### config.mk
export PLATFORM = sky130hd
export DESIGN_NAME = column_predicate_bitmap_filter_flat
export DESIGN_NICKNAME = d
export VERILOG_FILES = /design/src/hdl/cpbf_pkg.sv /design/src/hdl/cpbf_row_if.sv /design/src/hdl/cpbf_byte_if.sv /design/src/hdl/cpbf_cfg_if.sv /design/src/hdl/cpbf_front.sv /design/src/hdl/cpbf_queue.sv /design/src/hdl/cpbf_back.sv /design/src/hdl/column_predicate_bitmap_filter.sv /design/src/flat_wrapper.sv
export SDC_FILE = /design/constraint.sdc
export NUM_CORES = 1
export LEC_CHECK = 0
export BUFFER_PORTS_ARGS = -buffer_cell sky130_fd_sc_hd__buf_2
export CAP_MARGIN = 20
export CORE_MARGIN = 10
export CORE_UTILIZATION = 64
export CTS_BUF_LIST = sky130_fd_sc_hd__clkbuf_8
export DETAILED_ROUTE_END_ITERATION = 16
export PLACE_DENSITY = 0.88
export SLEW_MARGIN = 10
export SYNTH_ARGS = -nofsm -noshare
export SYNTH_HDL_FRONTEND = slang
export SYNTH_SLANG_ARGS = --single-unit
### constraint.sdc
create_clock -name clk -period 6.4 [get_ports clk]
set_input_delay 0.32 -clock clk [delete_from_list [all_inputs] [get_ports clk]]
set_output_delay 0.32 -clock clk [all_outputs]
set_load 0.01 [all_outputs]
### src/hdl/cpbf_pkg.sv
// shared types and constants of the column predicate bitmap filter
`default_nettype none
package cpbf_pkg;

    localparam int ValueWidth = 64;
    localparam int IndexWidth = 2;
    localparam int ModeWidth  = 3;
    localparam int GroupSize  = 8;
    localparam int CountWidth = 4;
    localparam int PosWidth   = 3;

    // compare modes
    localparam logic [ModeWidth-1:0] MODE_LT      = 3'd0;
    localparam logic [ModeWidth-1:0] MODE_LE      = 3'd1;
    localparam logic [ModeWidth-1:0] MODE_GT      = 3'd2;
    localparam logic [ModeWidth-1:0] MODE_GE      = 3'd3;
    localparam logic [ModeWidth-1:0] MODE_EQ      = 3'd4;
    localparam logic [ModeWidth-1:0] MODE_BETWEEN = 3'd5;

    // element kinds
    localparam logic KIND_U8  = 1'b0;
    localparam logic KIND_S64 = 1'b1;

    // register indexes
    localparam logic [IndexWidth-1:0] REG_COMPARE_MODE = 2'd0;
    localparam logic [IndexWidth-1:0] REG_ELEMENT_KIND = 2'd1;
    localparam logic [IndexWidth-1:0] REG_BOUND_LOW    = 2'd2;
    localparam logic [IndexWidth-1:0] REG_BOUND_HIGH   = 2'd3;

    localparam logic [PosWidth-1:0] LAST_SLOT = 3'd7;

    typedef struct packed {
        logic hit;
        logic last;
    } cpbf_flag_t;

    typedef struct packed {
        logic       valid;
        cpbf_flag_t flag;
    } cpbf_push_t;

    typedef struct packed {
        logic       valid;
        cpbf_flag_t flag;
    } cpbf_pop_t;

    // maps a raw operand onto an unsigned ordering key
    function automatic logic [ValueWidth-1:0] order_key(
        input logic                  kind,
        input logic [ValueWidth-1:0] raw
    );
        logic [ValueWidth-1:0] key;
        if (kind == KIND_S64)
        begin
            key = {~raw[ValueWidth-1], raw[ValueWidth-2:0]};
        end
        else
        begin
            key = {{(ValueWidth-8){1'b0}}, raw[7:0]};
        end
        return key;
    endfunction

endpackage
`default_nettype wire

### src/hdl/cpbf_row_if.sv
// row request channel
`default_nettype none
interface cpbf_row_if;
    logic        valid;
    logic        ready;
    logic [63:0] row_value;
    logic        end_of_block;

    modport source (output valid, output row_value, output end_of_block, input ready);
    modport sink (input valid, input row_value, input end_of_block, output ready);
endinterface
`default_nettype wire

### src/hdl/cpbf_byte_if.sv
// bitmap byte request channel
`default_nettype none
interface cpbf_byte_if;
    logic       valid;
    logic       ready;
    logic [7:0] match_bits;
    logic [3:0] bit_count;
    logic       last_of_block;

    modport source (output valid, output match_bits, output bit_count,
                    output last_of_block, input ready);
    modport sink (input valid, input match_bits, input bit_count,
                  input last_of_block, output ready);
endinterface
`default_nettype wire

### src/hdl/cpbf_cfg_if.sv
// configuration write channel
`default_nettype none
interface cpbf_cfg_if;
    logic        valid;
    logic        ready;
    logic [1:0]  index;
    logic [63:0] data;

    modport source (output valid, output index, output data, input ready);
    modport sink (input valid, input index, input data, output ready);
endinterface
`default_nettype wire

### src/hdl/cpbf_front.sv
// front end: configuration registers and row classification
`default_nettype none
module cpbf_front
    import cpbf_pkg::*;
(
    input  wire logic   clk,
    input  wire logic   rst_n,
    cpbf_cfg_if.sink    cfg,
    cpbf_row_if.sink    rows,
    input  wire logic   queue_full,
    output cpbf_push_t  push
);

    logic [ModeWidth-1:0]  mode_reg;
    logic                  kind_reg;
    logic [ValueWidth-1:0] bound_low_reg;
    logic [ValueWidth-1:0] bound_high_reg;

    logic [ValueWidth-1:0] key_val;
    logic [ValueWidth-1:0] key_lo;
    logic [ValueWidth-1:0] key_hi;
    logic                  below_lo;
    logic                  equal_lo;
    logic                  above_hi;
    logic                  hit;

    assign cfg.ready = 1'b1;

    always_ff @(posedge clk or negedge rst_n)
    begin
        if (!rst_n)
        begin
            mode_reg       <= MODE_LT;
            kind_reg       <= KIND_U8;
            bound_low_reg  <= '0;
            bound_high_reg <= '0;
        end
        else if (cfg.valid)
        begin
            case (cfg.index)
                REG_COMPARE_MODE: mode_reg       <= cfg.data[ModeWidth-1:0];
                REG_ELEMENT_KIND: kind_reg       <= cfg.data[0];
                REG_BOUND_LOW:    bound_low_reg  <= cfg.data;
                REG_BOUND_HIGH:   bound_high_reg <= cfg.data;
                default:          ;
            endcase
        end
    end

    assign key_val  = order_key(kind_reg, rows.row_value);
    assign key_lo   = order_key(kind_reg, bound_low_reg);
    assign key_hi   = order_key(kind_reg, bound_high_reg);
    assign below_lo = key_val < key_lo;
    assign equal_lo = key_val == key_lo;
    assign above_hi = key_val > key_hi;

    always_comb
    begin
        case (mode_reg)
            MODE_LT:      hit = below_lo;
            MODE_LE:      hit = below_lo | equal_lo;
            MODE_GT:      hit = ~(below_lo | equal_lo);
            MODE_GE:      hit = ~below_lo;
            MODE_EQ:      hit = equal_lo;
            MODE_BETWEEN: hit = ~below_lo & ~above_hi;
            default:      hit = 1'b0;
        endcase
    end

    assign rows.ready     = ~queue_full;
    assign push.valid     = rows.valid & ~queue_full;
    assign push.flag.hit  = hit;
    assign push.flag.last = rows.end_of_block;

endmodule
`default_nettype wire

### src/hdl/cpbf_queue.sv
// short flag queue between front and back
`default_nettype none
module cpbf_queue
    import cpbf_pkg::*;
#(
    parameter int Depth = 4
)
(
    input  wire logic        clk,
    input  wire logic        rst_n,
    input  wire cpbf_push_t  push,
    input  wire logic        pop_take,
    output cpbf_pop_t        pop,
    output logic             full
);

    localparam int PtrWidth   = (Depth > 1) ? $clog2(Depth) : 1;
    localparam int CountBits  = $clog2(Depth + 1);

    cpbf_flag_t             mem_reg [Depth];
    logic [PtrWidth-1:0]    wr_ptr_reg;
    logic [PtrWidth-1:0]    rd_ptr_reg;
    logic [CountBits-1:0]   count_reg;
    logic [CountBits-1:0]   count_next;
    logic                   do_push;
    logic                   do_pop;

    assign full      = count_reg == CountBits'(Depth);
    assign pop.valid = count_reg != '0;
    assign pop.flag  = mem_reg[rd_ptr_reg];
    assign do_push   = push.valid & ~full;
    assign do_pop    = pop_take & pop.valid;

    always_comb
    begin
        count_next = count_reg;
        if (do_push & ~do_pop)
        begin
            count_next = count_reg + 1'b1;
        end
        else if (do_pop & ~do_push)
        begin
            count_next = count_reg - 1'b1;
        end
    end

    always_ff @(posedge clk or negedge rst_n)
    begin
        if (!rst_n)
        begin
            wr_ptr_reg <= '0;
            rd_ptr_reg <= '0;
            count_reg  <= '0;
        end
        else
        begin
            count_reg <= count_next;
            if (do_push)
            begin
                wr_ptr_reg <= (wr_ptr_reg == PtrWidth'(Depth - 1)) ? '0 : wr_ptr_reg + 1'b1;
            end
            if (do_pop)
            begin
                rd_ptr_reg <= (rd_ptr_reg == PtrWidth'(Depth - 1)) ? '0 : rd_ptr_reg + 1'b1;
            end
        end
    end

    always_ff @(posedge clk)
    begin
        if (do_push)
        begin
            mem_reg[wr_ptr_reg] <= push.flag;
        end
    end

`ifndef NO_ASSERTIONS
    a_count_bound: assert property (@(posedge clk) disable iff (!rst_n)
        count_reg <= CountBits'(Depth))
        else $error("queue count beyond depth");
    a_count_track: assert property (@(posedge clk) disable iff (!rst_n)
        (do_push && !do_pop) |=> count_reg == $past(count_reg) + 1'b1)
        else $error("queue count missed a push");
    a_ptr_range: assert property (@(posedge clk) disable iff (!rst_n)
        (wr_ptr_reg <= PtrWidth'(Depth - 1) && rd_ptr_reg <= PtrWidth'(Depth - 1)))
        else $error("queue pointer beyond depth");
`endif

endmodule
`default_nettype wire

### src/hdl/cpbf_back.sv
// back end: packs match flags into bitmap bytes
`default_nettype none
module cpbf_back
    import cpbf_pkg::*;
(
    input  wire logic    clk,
    input  wire logic    rst_n,
    input  wire cpbf_pop_t pop,
    output logic         pop_take,
    cpbf_byte_if.source  bytes
);

    logic [GroupSize-1:0]  partial_reg;
    logic [GroupSize-1:0]  partial_next;
    logic [PosWidth-1:0]   pos_reg;
    logic [PosWidth-1:0]   pos_next;
    logic                  out_valid_reg;
    logic                  out_valid_next;
    logic [GroupSize-1:0]  out_bits_reg;
    logic [CountWidth-1:0] out_count_reg;
    logic                  out_last_reg;
    logic [GroupSize-1:0]  merged;
    logic                  emit;

    assign pop_take = ~out_valid_reg | bytes.ready;
    assign merged   = partial_reg | ({{(GroupSize-1){1'b0}}, pop.flag.hit} << pos_reg);
    assign emit     = (pos_reg == LAST_SLOT) | pop.flag.last;

    always_comb
    begin
        partial_next   = partial_reg;
        pos_next       = pos_reg;
        out_valid_next = out_valid_reg & ~bytes.ready;
        if (pop.valid & pop_take)
        begin
            if (emit)
            begin
                partial_next   = '0;
                pos_next       = '0;
                out_valid_next = 1'b1;
            end
            else
            begin
                partial_next = merged;
                pos_next     = pos_reg + 1'b1;
            end
        end
    end

    always_ff @(posedge clk or negedge rst_n)
    begin
        if (!rst_n)
        begin
            partial_reg   <= '0;
            pos_reg       <= '0;
            out_valid_reg <= 1'b0;
        end
        else
        begin
            partial_reg   <= partial_next;
            pos_reg       <= pos_next;
            out_valid_reg <= out_valid_next;
        end
    end

    always_ff @(posedge clk)
    begin
        if (pop.valid & pop_take & emit)
        begin
            out_bits_reg  <= merged;
            out_count_reg <= {1'b0, pos_reg} + 1'b1;
            out_last_reg  <= pop.flag.last;
        end
    end

    assign bytes.valid         = out_valid_reg;
    assign bytes.match_bits    = out_bits_reg;
    assign bytes.bit_count     = out_count_reg;
    assign bytes.last_of_block = out_last_reg;

`ifndef NO_ASSERTIONS
    a_count_range: assert property (@(posedge clk) disable iff (!rst_n)
        out_valid_reg |-> (out_count_reg != '0 && out_count_reg <= CountWidth'(GroupSize)))
        else $error("byte row count out of range");
    a_emit_clears: assert property (@(posedge clk) disable iff (!rst_n)
        (pop.valid && pop_take && emit) |=> (pos_reg == '0 && partial_reg == '0))
        else $error("packer not cleared after byte");
    a_no_overwrite: assert property (@(posedge clk) disable iff (!rst_n)
        (out_valid_reg && !bytes.ready) |-> !pop_take)
        else $error("flag taken while byte stalled");
`endif

endmodule
`default_nettype wire

### src/hdl/column_predicate_bitmap_filter.sv
// top level of the column predicate bitmap filter
//
// usage
//   cfg   : register writes (index, data); always ready. registers are
//           compare mode, element kind, lower bound and upper bound, all
//           zero after reset. write them only while the filter is idle.
//   rows  : one column value per request with an end-of-block flag.
//   bytes : packed match flags, row k of the group in bit k, with the row
//           count of the byte and a block-closing flag.
//   a byte leaves after the eighth row of a group or after a row that ends
//   the block; that row's flag passes the flag queue, then the byte register.
//   throughput is one row per cycle while the queue is not full, set by
//   the 64-bit compares in the front end and a one-flag-per-cycle packer
//   in the back end. a queue of QUEUE_DEPTH flags sits between the two; when
//   the receiver stalls the output byte holds, the packer stops, and rows
//   keep being taken until the queue fills, then rows.ready drops.
//   reset empties the queue and packer and clears the output valid.
`default_nettype none
module column_predicate_bitmap_filter
    import cpbf_pkg::*;
#(
    parameter int QUEUE_DEPTH = 4
)
(
    input  wire logic    clk,
    input  wire logic    rst_n,
    cpbf_cfg_if.sink     cfg,
    cpbf_row_if.sink     rows,
    cpbf_byte_if.source  bytes
);

    cpbf_push_t push;
    cpbf_pop_t  pop;
    logic       queue_full;
    logic       pop_take;

    cpbf_front u_front (
        .clk        (clk),
        .rst_n      (rst_n),
        .cfg        (cfg),
        .rows       (rows),
        .queue_full (queue_full),
        .push       (push)
    );

    cpbf_queue #(
        .Depth (QUEUE_DEPTH)
    ) u_queue (
        .clk      (clk),
        .rst_n    (rst_n),
        .push     (push),
        .pop_take (pop_take),
        .pop      (pop),
        .full     (queue_full)
    );

    cpbf_back u_back (
        .clk      (clk),
        .rst_n    (rst_n),
        .pop      (pop),
        .pop_take (pop_take),
        .bytes    (bytes)
    );

endmodule
`default_nettype wire
### src/flat_wrapper.sv
// flat-port wrapper written by rule: the top's interface ports become plain ports
module column_predicate_bitmap_filter_flat import cpbf_pkg::*;
#(
    parameter int QUEUE_DEPTH = 4
)
  (clk, rst_n, cfg_valid, cfg_index, cfg_data, cfg_ready, rows_valid, rows_row_value, rows_end_of_block, rows_ready, bytes_valid, bytes_match_bits, bytes_bit_count, bytes_last_of_block, bytes_ready);
  cpbf_cfg_if cfg_i ();
  cpbf_row_if rows_i ();
  cpbf_byte_if bytes_i ();
  input  wire logic clk;
  input  wire logic rst_n;
  input wire logic [$bits(cfg_i.valid)-1:0] cfg_valid;
  input wire logic [$bits(cfg_i.index)-1:0] cfg_index;
  input wire logic [$bits(cfg_i.data)-1:0] cfg_data;
  output wire logic [$bits(cfg_i.ready)-1:0] cfg_ready;
  input wire logic [$bits(rows_i.valid)-1:0] rows_valid;
  input wire logic [$bits(rows_i.row_value)-1:0] rows_row_value;
  input wire logic [$bits(rows_i.end_of_block)-1:0] rows_end_of_block;
  output wire logic [$bits(rows_i.ready)-1:0] rows_ready;
  output wire logic [$bits(bytes_i.valid)-1:0] bytes_valid;
  output wire logic [$bits(bytes_i.match_bits)-1:0] bytes_match_bits;
  output wire logic [$bits(bytes_i.bit_count)-1:0] bytes_bit_count;
  output wire logic [$bits(bytes_i.last_of_block)-1:0] bytes_last_of_block;
  input wire logic [$bits(bytes_i.ready)-1:0] bytes_ready;
  assign cfg_i.valid = cfg_valid;
  assign cfg_i.index = cfg_index;
  assign cfg_i.data = cfg_data;
  assign cfg_ready = cfg_i.ready;
  assign rows_i.valid = rows_valid;
  assign rows_i.row_value = rows_row_value;
  assign rows_i.end_of_block = rows_end_of_block;
  assign rows_ready = rows_i.ready;
  assign bytes_valid = bytes_i.valid;
  assign bytes_match_bits = bytes_i.match_bits;
  assign bytes_bit_count = bytes_i.bit_count;
  assign bytes_last_of_block = bytes_i.last_of_block;
  assign bytes_i.ready = bytes_ready;
  column_predicate_bitmap_filter #(.QUEUE_DEPTH(QUEUE_DEPTH)) u_core (.clk(clk), .rst_n(rst_n), .cfg(cfg_i), .rows(rows_i), .bytes(bytes_i));
endmodule
==> key figures <==
Status
  – Outcome: finished clean

Placement
  – PortBufs: 150
  – Routability Congestion: 0.854
  – HPWL after DPL: between 15 and 20 mm
  – Placed Instances: 1291

Floorplan
  – Chip width: 147 µm
  – Core area: 0.0159 mm²
  – Initial core utilization: 65.4%
  – DIE HEIGHT: 147 µm
  – Die area: 0.0217 mm²
  – # IOs: 152
  – Row count: 46

STA
  – Tcrit/Tclk final: between 60% and 70%
  – Rel. slew slack: a little under a third
  – RSZ-0062 raised after global routing: no
  – Max Clock Skew: 0.0125 ns
  – Slew Limit Fails: 0
  – FMAX: ~0.23 GHz
  – Crit path time final: 4.30 ns
  – Worst Tran Pin Value: 1.03 ns
  – Final hold vios: 0
  – Setup TNS: 0 ns
  – Finish-stage setup viols: 0

GRT
  – Pin count of the biggest net entering global routing: 115
  – Grt total ovfl: 0
  – First-pass GRT wire length: 39.6 mm
  – Initial antenna violation count: 6
  – Vias in the first global route: 8182
  – Gr usage total: 22.2%

Drt
  – Via Count: 7743
  – Routed wire per std cell: 17.8 µm
  – DR iter-0 viols: roughly 470
  – Routed wire length: 23.7 mm
  – Routed Antenna Nets: 0
  – Drt pass-1 iters: 5
  – Met3 WL: about 1.5 mm
  – Via density: 5.83
  – Met2 wire len: 11.6 mm
  – DR DRC count: 0
  – Top layer in use: met5
  – M1 WL: between 10 and 15 mm

Clocking
  – Cts bufs inserted: 17
  – CTS tree: yes
  – Setup Buffers After CTS: 0
  – Longest Clk Path Bufs: 2
  – Post_cts resized: 0
  – Hold-fix buffers, CTS: 1
  – Root buffer cell: clkbuf_8
  – TritonCTS Sinks: around 170
  – Worst-path clk slew: 0.10 ns
  – Clk Latency, worst-skew pair: about 0.47 ns
  – CTS H-tree lvls: 4

Synth
  – Top-area cell type share of the netlist area: 36.4%
  – Synth Flop Type: dfrtp_1
  – Synth warn: 0
  – Most frequent cell after synthesis: dfrtp_1
  – Synth cell count leaders: dfrtp_1, nand2_1, mux2_2
  – Syn Inst Count: 957
  – Synth top area cells: dfrtp_1, ha_1, mux2_2
  – Synthesized flop and latch total: 172
  – Mapped cell area: 0.0104 mm²
  – Syn_nets: 1220
  – Post-synth EDFFs: 21
  – Largest area contributor in the netlist: dfrtp_1
  – Mean Syn Cell Area: ~11 µm²
  – Post-synth cell types: 70
  – Post-synthesis sequential area ratio: 42.4%
  – Async SR Flop Fraction: between 80% and 90%

Worst setup path
  – Worst Setup Start Kind: flop
  – Worst setup path class: flop to flop
  – Crit. End Element: flop
  – Critical path data arrival time: 4.55 ns
  – Critical Path Fanout Max: 114
  – Worst endpoint required time: 6.65 ns

Pwr
  – Lkg Pwr: about 0.0056 µW
  – Worst vdd ir: 0.000177 V
  – Pwr Density: 308 mW/mm²

Layout
  – Fraction of final layout cells sized beyond drive strength 1: 29.8%
  – Area grow syn2layout: 12.8%
  – Final Net Count: 1358
  – Fin cells: ~1300

Worst hold path
  – Hold crit path type: input pin to flop

Run
  – Max cap viols: 0
-- final cells by class --
class                           count  area, µm²
Multi-Input combinational cell    717       5740
Sequential cell                   172       4410
Fill cell                        1111       4160
Timing Repair Buffer              154        790
Tap cell                          216        270
Clock buffer                       17        234
Clock inverter                     15        150
Inverter                           33        124
Antenna cell                        4       10.0
-- path summary, 6_finish.rpt --
check	start	end	slack, ns	cells after the start
setup / recovery	u_core.u_front.kind_reg$_DFFE_PN0P_	u_core.u_queue.mem_reg[1][1]$_DFFE_PP_	2.10	11
hold / removal	rows_end_of_block	u_core.u_queue.mem_reg[0][0]$_DFFE_PP_	0.07	1
setup reg to reg	u_core.u_front.kind_reg$_DFFE_PN0P_	u_core.u_queue.mem_reg[1][1]$_DFFE_PP_	2.10	11
hold reg to reg	u_core.u_front.bound_high_reg[63]$_DFFE_PN0P_	u_core.u_front.bound_high_reg[63]$_DFFE_PN0P_	0.51	1
max in group asynchronous	rst_n	u_core.u_front.bound_high_reg[26]$_DFFE_PN0P_	4.53	3
min in group asynchronous	rst_n	u_core.u_front.bound_low_reg[54]$_DFFE_PN0P_	0.42	2
-- per-layer routing --
| metal | vias to the layer above | GRT usage (%) |
|---|---|---|
| met3 | 34 | 6.23 |
| li1 | 3735 | - |
| met2 | 227 | 36.8 |
| met4 | 4 | 6.74 |
| met1 | 3743 | 27.5 |
| met5 | - | 0 |
-- worst max-delay path: stages, from the launching register on --
cell	delay, ns
dfrtp_4	1.04
buf_4	0.60
and2_1	0.25
ha_1	0.25
nand4_1	0.15
a211oi_1	0.10
nor3b_1	0.19
o41a_1	0.36
a211oi_1	0.29
a21oi_1	0.15
o21a_1	0.20
a211oi_2	0.37
-- placed cells by master, fill, tap and decap left out, types with 10 or more instances in the layout --
cell      instances
clkbuf_8         17
a21o_1           13
ha_1            126
a211oi_1         10
o21ai_0          17
inv_1            33
and2_1           51
nand2_1         141
nand4_1          17
nand3_1          12
mux2_2          133
dfrtp_1         150
buf_2           149
nor2_1           25
edfxtp_1         21
a21oi_1          46
-- metrics by stage --
step                      cell area (µm²)  utilization, %  hold WS [ns]  total power, µW  worst slack (ns)
after floorplan                     10400               -        0.0244             2470              2.33
after global placement              11300            71.3         0.378             2780              2.42
after detailed placement            11300            71.3         0.388             2860              2.25
after CTS                           11700            73.8        0.0595             3630              2.21
after global routing                11700            73.8        0.0578             3890              1.80
final                               11700            73.8        0.0732             3620              2.10
-- power breakdown --
group | switching, µW | total, µW | internal, µW
clock network | 414 | 760 | 346
registers | 188 | 1580 | 1390
logic | 685 | 1280 | 596
total | 1290 | 3620 | 2330
-- cell families after synthesis --
logic type	count (synthesis)	synth area share, %
fa+ha+maj	128	15.5
other cells	1	0.0361
compound gates	145	9.30
flops	172	42.4
xor+xnor	13	1.10
buf+inv	68	2.49
mux	135	14.8
simple gates	295	14.4
(Power assumes the default switching activity.)
